<file path="config.mk">
export PLATFORM = sky130hd
export DESIGN_NAME = grbm_row_eval
export DESIGN_NICKNAME = d
export VERILOG_FILES = /design/src/rtl/grbm_pkg.sv /design/src/rtl/grbm_row_eval.sv
export SDC_FILE = /design/constraint.sdc
export NUM_CORES = 1
export LEC_CHECK = 0
export BUFFER_PORTS_ARGS = -buffer_cell sky130_fd_sc_hd__buf_4
export CAP_MARGIN = 25
export CORE_MARGIN = 2
export CORE_UTILIZATION = 49
export DETAILED_ROUTE_END_ITERATION = 8
export GPL_TIMING_DRIVEN = 0
export HOLD_SLACK_MARGIN = 0.12
export PLACE_DENSITY_LB_ADDON = 0.1
export SLEW_MARGIN = 40
export SYNTH_ARGS = -nofsm -noshare
export SYNTH_HDL_FRONTEND = slang
export SYNTH_SLANG_ARGS = --single-unit
</file>
<file path="constraint.sdc">
create_clock -name i_clk -period 3.54 [get_ports i_clk]
set_clock_uncertainty 0.15 [all_clocks]
set_input_delay 0.708 -clock i_clk [delete_from_list [all_inputs] [get_ports i_clk]]
set_output_delay 0.708 -clock i_clk [all_outputs]
set_load 0.01 [all_outputs]
</file>
<file path="src/rtl/grbm_pkg.sv">
// shared types, field widths, band edges and band classification
// for the gain row best-match lookup; no dependencies
`timescale 1ns / 1ps

package grbm_pkg;

    localparam int OP_W      = 2;
    localparam int ANT_W     = 24;
    localparam int FREQ_W    = 27;
    localparam int TIME_W    = 32;
    localparam int BAND_W    = 4;
    localparam int ROW_IDX_W = 12;
    localparam int ST_W      = 2;
    localparam int EDGE_CNT  = 12;

    localparam int IN_BITS  = OP_W + ANT_W + FREQ_W + 3 * TIME_W;
    localparam int IN_W     = ((IN_BITS + 7) / 8) * 8;
    localparam int OUT_BITS = 1 + ROW_IDX_W + 1 + ST_W;
    localparam int OUT_W    = ((OUT_BITS + 7) / 8) * 8;

    localparam int DEF_MAX_ROWS   = 4096;
    localparam int DEF_BAND_COUNT = 11;

    localparam logic [FREQ_W-1:0] BAND_EDGE [EDGE_CNT] = '{
        27'd0,        27'd450000,   27'd900000,   27'd2000000,
        27'd4000000,  27'd6000000,  27'd10000000, 27'd18000000,
        27'd26000000, 27'd40000000, 27'd70000000, 27'd100000000
    };

    typedef enum logic [OP_W-1:0] {
        OP_LOAD  = 2'd0,
        OP_QUERY = 2'd1,
        OP_CLEAR = 2'd2
    } t_op;

    typedef enum logic [ST_W-1:0] {
        ST_OK      = 2'd0,
        ST_FULL    = 2'd1,
        ST_NO_BAND = 2'd2
    } t_status;

    typedef struct packed {
        logic              ok;
        logic [BAND_W-1:0] band;
    } t_band;

    typedef struct packed {
        logic [TIME_W-1:0] win_start;
        logic [TIME_W-1:0] win_end;
        logic [ANT_W-1:0]  ant;
        logic [FREQ_W-1:0] freq;
        logic [BAND_W-1:0] band;
    } t_row;

    typedef struct packed {
        logic [TIME_W-1:0] qtime;
        logic [FREQ_W-1:0] freq;
        logic [ANT_W-1:0]  ant;
        logic [BAND_W-1:0] band;
    } t_query;

    typedef struct packed {
        logic              vld;
        logic              hit;
        logic              db;
        logic [FREQ_W-1:0] df;
    } t_eval;

    // packed so that found lands in bit 0
    typedef struct packed {
        t_status              status;
        logic                 band_distance;
        logic [ROW_IDX_W-1:0] row_index;
        logic                 found;
    } t_result;

    function automatic t_band classify_band(input logic [FREQ_W-1:0] f,
                                            input int band_count);
        t_band res;
        res = '0;
        for (int i = 0; i < EDGE_CNT - 1; i++) begin
            if (i < band_count && f > BAND_EDGE[i] && f < BAND_EDGE[i+1]) begin
                res.ok   = 1'b1;
                res.band = BAND_W'(i);
            end
        end
        return res;
    endfunction

endpackage

</file>
<file path="src/rtl/grbm_row_eval.sv">
// per-row match unit: window, antenna and band checks plus band and
// frequency distance, one row per cycle, registered; uses grbm_pkg
`timescale 1ns / 1ps

module grbm_row_eval #(
    parameter int IDX_W = 12
) (
    input  logic                 i_clk,
    input  logic                 i_rst_n,
    input  logic                 i_vld,
    input  logic [IDX_W-1:0]     i_idx,
    input  grbm_pkg::t_row       i_row,
    input  grbm_pkg::t_query     i_query,
    output grbm_pkg::t_eval      o_eval,
    output logic [IDX_W-1:0]     o_idx
);
    import grbm_pkg::*;

    logic              win_ok;
    logic              ant_ok;
    logic              band_ok;
    logic              db;
    logic [FREQ_W-1:0] df;
    t_eval             r_eval;
    logic [IDX_W-1:0]  r_idx;

    always_comb begin
        win_ok = (i_query.qtime > i_row.win_start) && (i_query.qtime <= i_row.win_end);
        ant_ok = (i_query.ant == i_row.ant);
        band_ok = (i_row.band == i_query.band)
               || (i_row.band == i_query.band + BAND_W'(1))
               || (i_query.band == i_row.band + BAND_W'(1));
        db = (i_row.band != i_query.band);
        df = (i_row.freq > i_query.freq) ? i_row.freq - i_query.freq
                                         : i_query.freq - i_row.freq;
    end

    always_ff @(posedge i_clk) begin
        if (!i_rst_n) begin
            r_eval.vld <= 1'b0;
        end else begin
            r_eval.vld <= i_vld;
        end
        r_eval.hit <= win_ok && ant_ok && band_ok;
        r_eval.db  <= db;
        r_eval.df  <= df;
        r_idx      <= i_idx;
    end

    assign o_eval = r_eval;
    assign o_idx  = r_idx;

endmodule
</file>
After elaboration in Yosys (flattened, before gate mapping)
Cells that the tools add are included.
- logic and storage cells: 23
- input bits: 221
- flip-flop bits (word level): 42
- output and inout port bits: 42
- equality and inequality tests: 5
- mux-type cells: 1
- reduce and logical (&&, ||, !) cells: 5
- add/sub/neg operators: 4
- $lt $le $gt $ge: 3
- operators by type and width (operator ; count):
    $sub 27x27->27 ; 2
    $gt 32x32->1 ; 1
    $le 32x32->1 ; 1
    $gt 27x27->1 ; 1
    $mux 27 ; 1
    $eq 24x24->1 ; 1
    $eq 4x4->1 ; 3
    $add 4x1->4 const B ; 2
    $ne 4x4->1 ; 1
    $logic_and 1x1->1 ; 3
    $logic_or 1x1->1 ; 2

Depth between registers and ports, before layout
Gate-level depths: netlist of run 1.
- depth in word-level cells: 5
- mapped depth: 13
- depth with buffers taken out: 11

Least setup slack after synthesis of run 1
Ideal clock, no wire load.
- path kind: input to register
- from: input port i_row[28] (netlist bit)
- to: register r_eval, in the netlist o_eval[18]
- setup slack: 397 ps
- data required time: 3266 ps
- buffers on the path: 2
- library setup time: 124 ps
- stages: 12
- data arrival time: 2869 ps
- cells stage by stage: inv_1 > ha_1 > buf_6 > and3_4 > and2_1 > a221o_1 > o21ai_1 > o21bai_4 > buf_12 > mux2i_1 > o22ai_2 > xor2_1
- cells in the longest elaborated chain, start to end: 2
- RTL lines (item ; RTL line ; text):
    from (decl) ; grbm_row_eval.sv:12 ; input grbm_pkg::t_row i_row,
    $gt 27x27->1 ; grbm_row_eval.sv:34 ; df = (i_row.freq > i_query.freq) ? i_row.freq - i_query.freq
    $mux 27 ; grbm_row_eval.sv:34 ;
    net df[18] ; grbm_row_eval.sv:23 ; logic [FREQ_W-1:0] df;
    to (decl) ; grbm_row_eval.sv:24 ; t_eval r_eval;
The timed path passes the listed nets, and every way through them passes these cells.
A chain may end at the register's enable or synchronous reset.

Worst setup path in the final report of run 1
- from: input port i_row[26] (netlist bit)
- to: register r_eval, in the netlist o_eval[18]
The elaborated chain is that of the path after synthesis.

==> out/metrics.csv, run 1 <==
stage;metric;value;unit
min_path;hold_sp;i_idx[1];
finish;synth-to-layout area growth;39.2;%
power_and_ir_drop;static leakage;4.52;nW
synthesis;mux share of post-synthesis cell area;2.74;%
detailed_routing;final wirelength;17000;um
setup_path;crit end category;flop;
synthesis;synth unique cells;69;
global_route;largest net degree at the start of global routing;14;
timing;setup TNS;0;ps
clock_tree;CTS clk-pin slew, worst paths;70;ps
finish;final cell count without fillers;1172;
synthesis;yosys warns;0;
timing;Max Fclk;0.294;GHz
synthesis;dominant cells by area after synthesis;ha_1 (25%), dfxtp_1 (14%), inv_1 (7.9%);
synthesis;Most used DFF post-synth;dfxtp_1;
placed_design;DP HPWL;14900;um
floorplan;Initial Util;49.7;%
finish;final net count;1365;
timing;setup ws final;144;ps
clock_tree;post-CTS sizing;0;
power_and_ir_drop;Pwr Total;2.30;mW
setup_path;worst endpoint required time;3560;ps
timing;Min Hold Slack;359;ps
synthesis;Seq cells post-synth;42;
detailed_routing;wire per inst;14.5;um
synthesis;fraction of the yosys area taken by sequential cells;14.3;%
clock_tree;CTS Buf Count;5;
min_path;HP Class;input pin to flop;
timing;Final Max Slew Viols;0;
detailed_routing;DRC violations left;0;
synthesis;syn_area_per_cell;7.82;sq um
synthesis;Post-Syn Area;0.00590;sq mm
timing;final hold violation count;0;
synthesis;EDFF count, synth;0;
finish;area of the multi-input gates;0.00443;sq mm
setup_path;CP max-delay cell;a221o_1;
synthesis;Synth area leader;ha_1;
floorplan;die width;114;um
timing;period utilisation layout;95.9;%
detailed_routing;drt pass-1 iters;7;
synthesis;count leader, synth;inv_1;
finish;final core occ;69.2;%
setup_path;Max FO, Critical Path;10;
clock_tree;CTS tree;yes;
floorplan;Rows;40;
timing;RSZ-0062 raised after global routing;no;
power_and_ir_drop;pwr dens;280;mW/mm^2
finish;FILL cells;1060;
global_route;GRT Total Usage;26.1;%
synthesis;Synth Area in Simple Gates;15.3;%
placed_design;input/output buffers;262;
clock_tree;CTS Buffer Depth;2;
finish;share of layout cells above drive strength 1;30.4;%
floorplan;Die Y;114;um
clock_tree;# hold bufs at CTS;0;
synthesis;Synth Area in XOR/XNOR;8.76;%
clock_tree;Post CTS Setup Buffer Count;0;
setup_path;CP cell instances;buf_4, inv_1, ha_1, buf_6, a21oi_1, o21ai_1, a221o_1, o21ai_1, o21bai_4, buf_12, mux2i_1, o22ai_2, xor2_1;
global_route;first-pass GRT wire length;27500;um
synthesis;largest family of logic cells by synthesized area;adder cells;
synthesis;Syn Nets;1096;
floorplan;Top Ports;263;
timing;Final setup viols;0;
floorplan;die area;0.0129;sq mm
clock_tree;Sinks on Clock Net;42;
detailed_routing;Starting DRT DRC Count;236;
detailed_routing;Via density;5.35;
placed_design;# placed instances;1163;
setup_path;critical path type;input pin to flop;
synthesis;Compound-Gate Fraction of Synth Area;22.2;%
finish;FF+latch area;841;sq um
global_route;GR Overflow Total;0;
flow_run;MaxCap Viol Count;0;
synthesis;asr flop ratio synth;0;%
timing;Slew HR;54.4;%
global_route;number of global-route vias before repair;6091;
clock_tree;H-tree level count;2;
synthesis;share of the synthesized area in the top cell type;25.3;%
floorplan;Core ar.;0.0119;sq mm
detailed_routing;ANT nets after route;0;
synthesis;Post-synth top cells;inv_1 (124), ha_1 (119), a21oi_1 (65);
timing;Final min period;3400;ps
setup_path;Arr. time, crit path;3420;ps
power_and_ir_drop;worst vdd ir;169;uV
synthesis;gate count after technology mapping;754;
placed_design;Place WS;-173;ps
clock_tree;CTS root buf;clkbuf_16;
setup_path;Setup crit start kind;input pin;
setup_path;Critical Path Start;i_row[26];
placed_design;Final Wtd Congestion;0.941;
detailed_routing;vias;6266;
status;status;finished, final reports clean;
finish;Final Cell Area;0.00821;sq mm
synthesis;Synth Area in Adders;25.9;%
setup_path;CP max stage delay;410;ps
timing;Worst Tran Pin Value;677;ps
global_route;initial antenna violation count;1;
placed_design;placed inst area;0.00805;sq mm
setup_path;most numerous cell on the critical path;o21ai_1;
## state kept, by name (all words and copies together) (netlist names)
name,cells
o_eval,30
o_idx,12
## cells in the final DEF, fill, tap and decap left out, types with 5 or more instances in the layout
cell	count
o21bai_1	5
nor4_1	6
buf_2	15
a31oi_1	5
nor2b_1	11
ha_1	119
o21ai_1	5
dfxtp_1	42
a21o_1	39
inv_1	124
nand2_1	36
a21oi_1	65
o31ai_1	5
nor2_1	32
nand3_1	15
clkbuf_16	5
xor2_1	19
xnor2_1	40
mux2i_1	9
a211oi_1	6
nand4_1	31
buf_4	263
o21ai_0	35
nor3_1	11
and2_1	5
## cell families (layout without fill, tap and decap cells)
| logic type | after synthesis | in the layout |
|---|---|---|
| compound gates | 200 | 200 |
| xor+xnor | 59 | 59 |
| fa+ha+maj | 121 | 121 |
| buf+inv | 148 | 418 |
| flops | 42 | 42 |
| mux | 15 | 15 |
| other cells | 0 | 1 |
| simple gates | 169 | 169 |
## metal layers
| metal | track usage [%] | share of wire (%) | wire, um | up-vias |
|---|---|---|---|---|
| met5 | 0 | 0 | 0 | - |
| met4 | 10.2 | 3.5 | 589 | 0 |
| met3 | 5.95 | 8.5 | 1440 | 43 |
| met2 | 49.2 | 50 | 8570 | 242 |
| met1 | 28.0 | 38 | 6380 | 2815 |
| li1 | - | - | - | 3166 |
## worst max-delay path: cells and delay by family
| family | cells | cell delay, ps |
|---|---|---|
| buffers and inverters | 4 | 450 |
| xor gates and xnor gates | 1 | 160 |
| AOI/OAI and AO/OA | 6 | 1450 |
| adders and majority gates | 1 | 290 |
| muxes | 1 | 340 |
## final timing paths
kind                  depth (start not counted)                 end
worst max-delay path                         13  o_eval[18]$_DFF_P_
worst min-delay path                          1    o_idx[1]$_DFF_P_
## power by group
| group | internal, mW | switching, mW | total [mW] |
|---|---|---|---|
| Combinational | 0.631 | 0.588 | 1.22 |
| Clock | 0.280 | 0.199 | 0.479 |
| Sequential | 0.575 | 0.0266 | 0.602 |
| Total | 1.49 | 0.814 | 2.30 |
## final cells by class
class | count | share of cell area (%)
clock buffers | 6 | 1.69
repair buffers | 262 | 24.0
flip-flops and latches | 42 | 10.2
diodes | 1 | 0.0305
inverters | 124 | 5.67
well taps | 147 | 2.24
plain buffers | 24 | 2.06
multi-input cells | 564 | 53.9
clock inverters | 2 | 0.152
Power figures use the tool's default switching activity.
==> run 2, diff against run 1 <==
--- a/config.mk
+++ b/config.mk
@@ -8,7 +8,8 @@
 export BUFFER_PORTS_ARGS = -buffer_cell sky130_fd_sc_hd__buf_4
 export CAP_MARGIN = 25
 export CORE_MARGIN = 2
-export CORE_UTILIZATION = 49
+export CORE_UTILIZATION = 50
+export CTS_BUF_LIST = sky130_fd_sc_hd__clkbuf_4
 export DETAILED_ROUTE_END_ITERATION = 8
 export GPL_TIMING_DRIVEN = 0
 export HOLD_SLACK_MARGIN = 0.12
==> run 2 against run 1 <==
  * Combinational power about the same
  * Largest cell class unchanged
  * Critical path type unchanged
  * Sequential power about the same
  * Power down 5.8%
  * Critical path depth down 1
==> out/metrics.csv, run 2 (synthesis gave the netlist of run 1 again) <==
stage;metric;value;unit;change
setup_path;worst endpoint required time;3670;ps;+110 ps
detailed_routing;Via density;5.37;;+0.36%
clock_tree;# hold bufs at CTS;0;;unchanged
floorplan;Top Ports;263;;unchanged
power_and_ir_drop;Pint;1.36;mW;-8.3%
timing;Final Max Slew Viols;0;;unchanged
power_and_ir_drop;static leakage;4.49;nW;-0.69%
power_and_ir_drop;Comb power frac;56.5;%;+3.5 points
detailed_routing;DRC violations left;0;;unchanged
power_and_ir_drop;sw frac;37.1;%;+1.7 points
clock_tree;CTS Buf Count;5;;unchanged
floorplan;Die Y;113;um;-0.97%
clock_tree;CTS tree;yes;;
global_route;largest net degree at the start of global routing;14;;unchanged
timing;Final setup viols;0;;unchanged
detailed_routing;vias;6278;;+0.19%
power_and_ir_drop;pwr dens;266;mW/mm^2;-4.9%
global_route;initial antenna violation count;3;;+2
clock_tree;H-tree level count;2;;unchanged
floorplan;Rows;39;;-2.5%
min_path;HP Class;input pin to flop;;
timing;Slew HR;58.7;%;+4.3 points
setup_path;Arr. time, crit path;3450;ps;+30 ps
clock_tree;Sinks on Clock Net;42;;unchanged
floorplan;Initial Util;51.4;%;+1.7 points
detailed_routing;wire per inst;15.1;um;+4.2%
timing;Max Fclk;0.301;GHz;+2.3%
setup_path;critical path type;input pin to flop;;
power_and_ir_drop;Flop pwr share;27.8;%;+1.6 points
timing;final hold violation count;0;;unchanged
finish;final core occ;70.9;%;+1.7 points
finish;share of layout cells above drive strength 1;30.3;%;-0.098 points
timing;RSZ-0062 raised after global routing;no;;
finish;flip-flop count of the largest register after layout;30;;unchanged
finish;most common cell after layout, fill and taps aside;buf_4;;
clock_tree;CTS root buf;clkbuf_4;;
placed_design;Place WS;-183;ps;-10.2 ps
finish;synth-to-layout area growth;37.9;%;
global_route;number of global-route vias before repair;6086;;-0.082%
detailed_routing;drt pass-1 iters;5;;-2
timing;Worst Tran Pin Value;611;ps;-66.3 ps
global_route;GR Overflow Total;0;;unchanged
clock_tree;CTS Buffer Depth;2;;unchanged
power_and_ir_drop;worst vdd ir;259;uV;+53%
detailed_routing;Starting DRT DRC Count;351;;+49%
clock_tree;CTS clk-pin slew, worst paths;150;ps;+80 ps
floorplan;die width;113;um;-0.97%
floorplan;die area;0.0127;sq mm;-1.9%
placed_design;DP HPWL;15300;um;+3.1%
floorplan;Core ar.;0.0115;sq mm;-3.3%
setup_path;Max FO, Critical Path;10;;unchanged
global_route;first-pass GRT wire length;27800;um;+0.88%
min_path;hold_sp;i_idx[4];;
power_and_ir_drop;Switch Pwr;805;uW;-1.2%
min_path;Endpoint, Worst Hold;o_idx[4]$_DFF_P_;;
global_route;GRT Total Usage;26.9;%;+0.80 points
clock_tree;Post CTS Setup Buffer Count;0;;unchanged
placed_design;Final Wtd Congestion;0.888;;-5.7%
timing;setup ws final;219;ps;+75.6 ps
flow_run;MaxCap Viol Count;0;;unchanged
setup_path;crit end category;flop;;
status;status;finished, final reports clean;;
detailed_routing;ANT nets after route;0;;unchanged
finish;most frequent cells in the layout;buf_4 (263), inv_1 (124), ha_1 (119);;
detailed_routing;final wirelength;17700;um;+4.0%
finish;final net count;1365;;unchanged
placed_design;input/output buffers;262;;unchanged
min_path;hold path cells;1;;unchanged
clock_tree;post-CTS sizing;0;;unchanged
setup_path;Setup crit start kind;input pin;;
power_and_ir_drop;Clk pwr share;15.7;%;-5.1 points
timing;period utilisation layout;93.8;%;-2.1 points
timing;Final min period;3320;ps;-75.6 ps
[run 2: cell types whose count changed in the layout (fill, tap and decap cells not counted)]
cell / before / now
clkbuf_8: 1 / 0
clkinv_2: 1 / 0
clkbuf_4: 0 / 6
bufinv_16: 0 / 1
clkbuf_16: 5 / 0
a41oi_2: 2 / 1
diode_2: 1 / 3
a41oi_1: 2 / 3
[run 2: area by class of cell]
| type | count | area, sq um |
|---|---|---|
| inverters | 124 | 465 |
| diodes | 3 | 7.51 |
| clock buffers | 6 | 45.0 |
| plain buffers | 24 | 169 |
| fillers | 1004 | 3340 |
| repair buffers | 262 | 1970 |
| well taps | 143 | 179 |
| multi-input cells | 564 | 4420 |
| flip-flops and latches | 42 | 841 |
| clock inverters | 2 | 37.5 |
[run 2: power by group through the flow]
stage | logic [mW] | registers, mW | clock network (mW)
after floorplan | 0.643 | 0.665 | 0
after global placement | 1.20 | 0.612 | 0
after detailed placement | 1.21 | 0.615 | 0
after CTS | 1.22 | 0.603 | 0.351
after global routing | 1.34 | 0.610 | 0.360
final | 1.22 | 0.602 | 0.340
[run 2: metal layers]
| layer | vias up | track usage [%] | share of wire [%] |
|---|---|---|---|
| li1 | 3166 | - | - |
| met1 | 2818 | 28.3 | 37 |
| met2 | 260 | 50.9 | 52 |
| met3 | 34 | 5.99 | 7.8 |
| met4 | 0 | 11.2 | 3.3 |
| met5 | - | 0 | 0 |
[run 2: worst max-delay path, cell delays in order]
cell and delay (ps):
buf_4 90, inv_1 40, ha_1 390, a21oi_1 360, o21ai_1 100, a41oi_1 380, o21ai_1 210, o21bai_4 360
buf_12 190, mux2i_1 320, o22ai_2 140, xor2_1 170
[run 2: how the worst max path moves through the flow]
| stage | start | depth (start not counted) | to |
|---|---|---|---|
| 6_report | i_row[8] | 12 | o_eval[18]$_DFF_P_ |
| 5_1_grt | i_row[8] | 12 | o_eval[18]$_DFF_P_ |
| 4_1_cts | i_row[8] | 12 | o_eval[18]$_DFF_P_ |
| 3_5_place_dp | i_row[8] | 12 | o_eval[18]$_DFF_P_ |
| 3_3_place_gp | i_row[8] | 12 | o_eval[18]$_DFF_P_ |
| 2_1_floorplan | i_row[28] | 12 | o_eval[18]$_DFF_P_ |
[run 2: stage by stage]
step                hold WS [ps]  cell area [sq um]  cells  power, mW  TNS (ps)
global placement             662               8040   1159       1.81      -292
floorplan                    586               5900    754       1.31         0
CTS                          259               8120   1167       2.17         0
global route                 259               8130   1170       2.31         0
finish                       272               8130   1170       2.17         0
detailed placement           664               8040   1159       1.83      -569
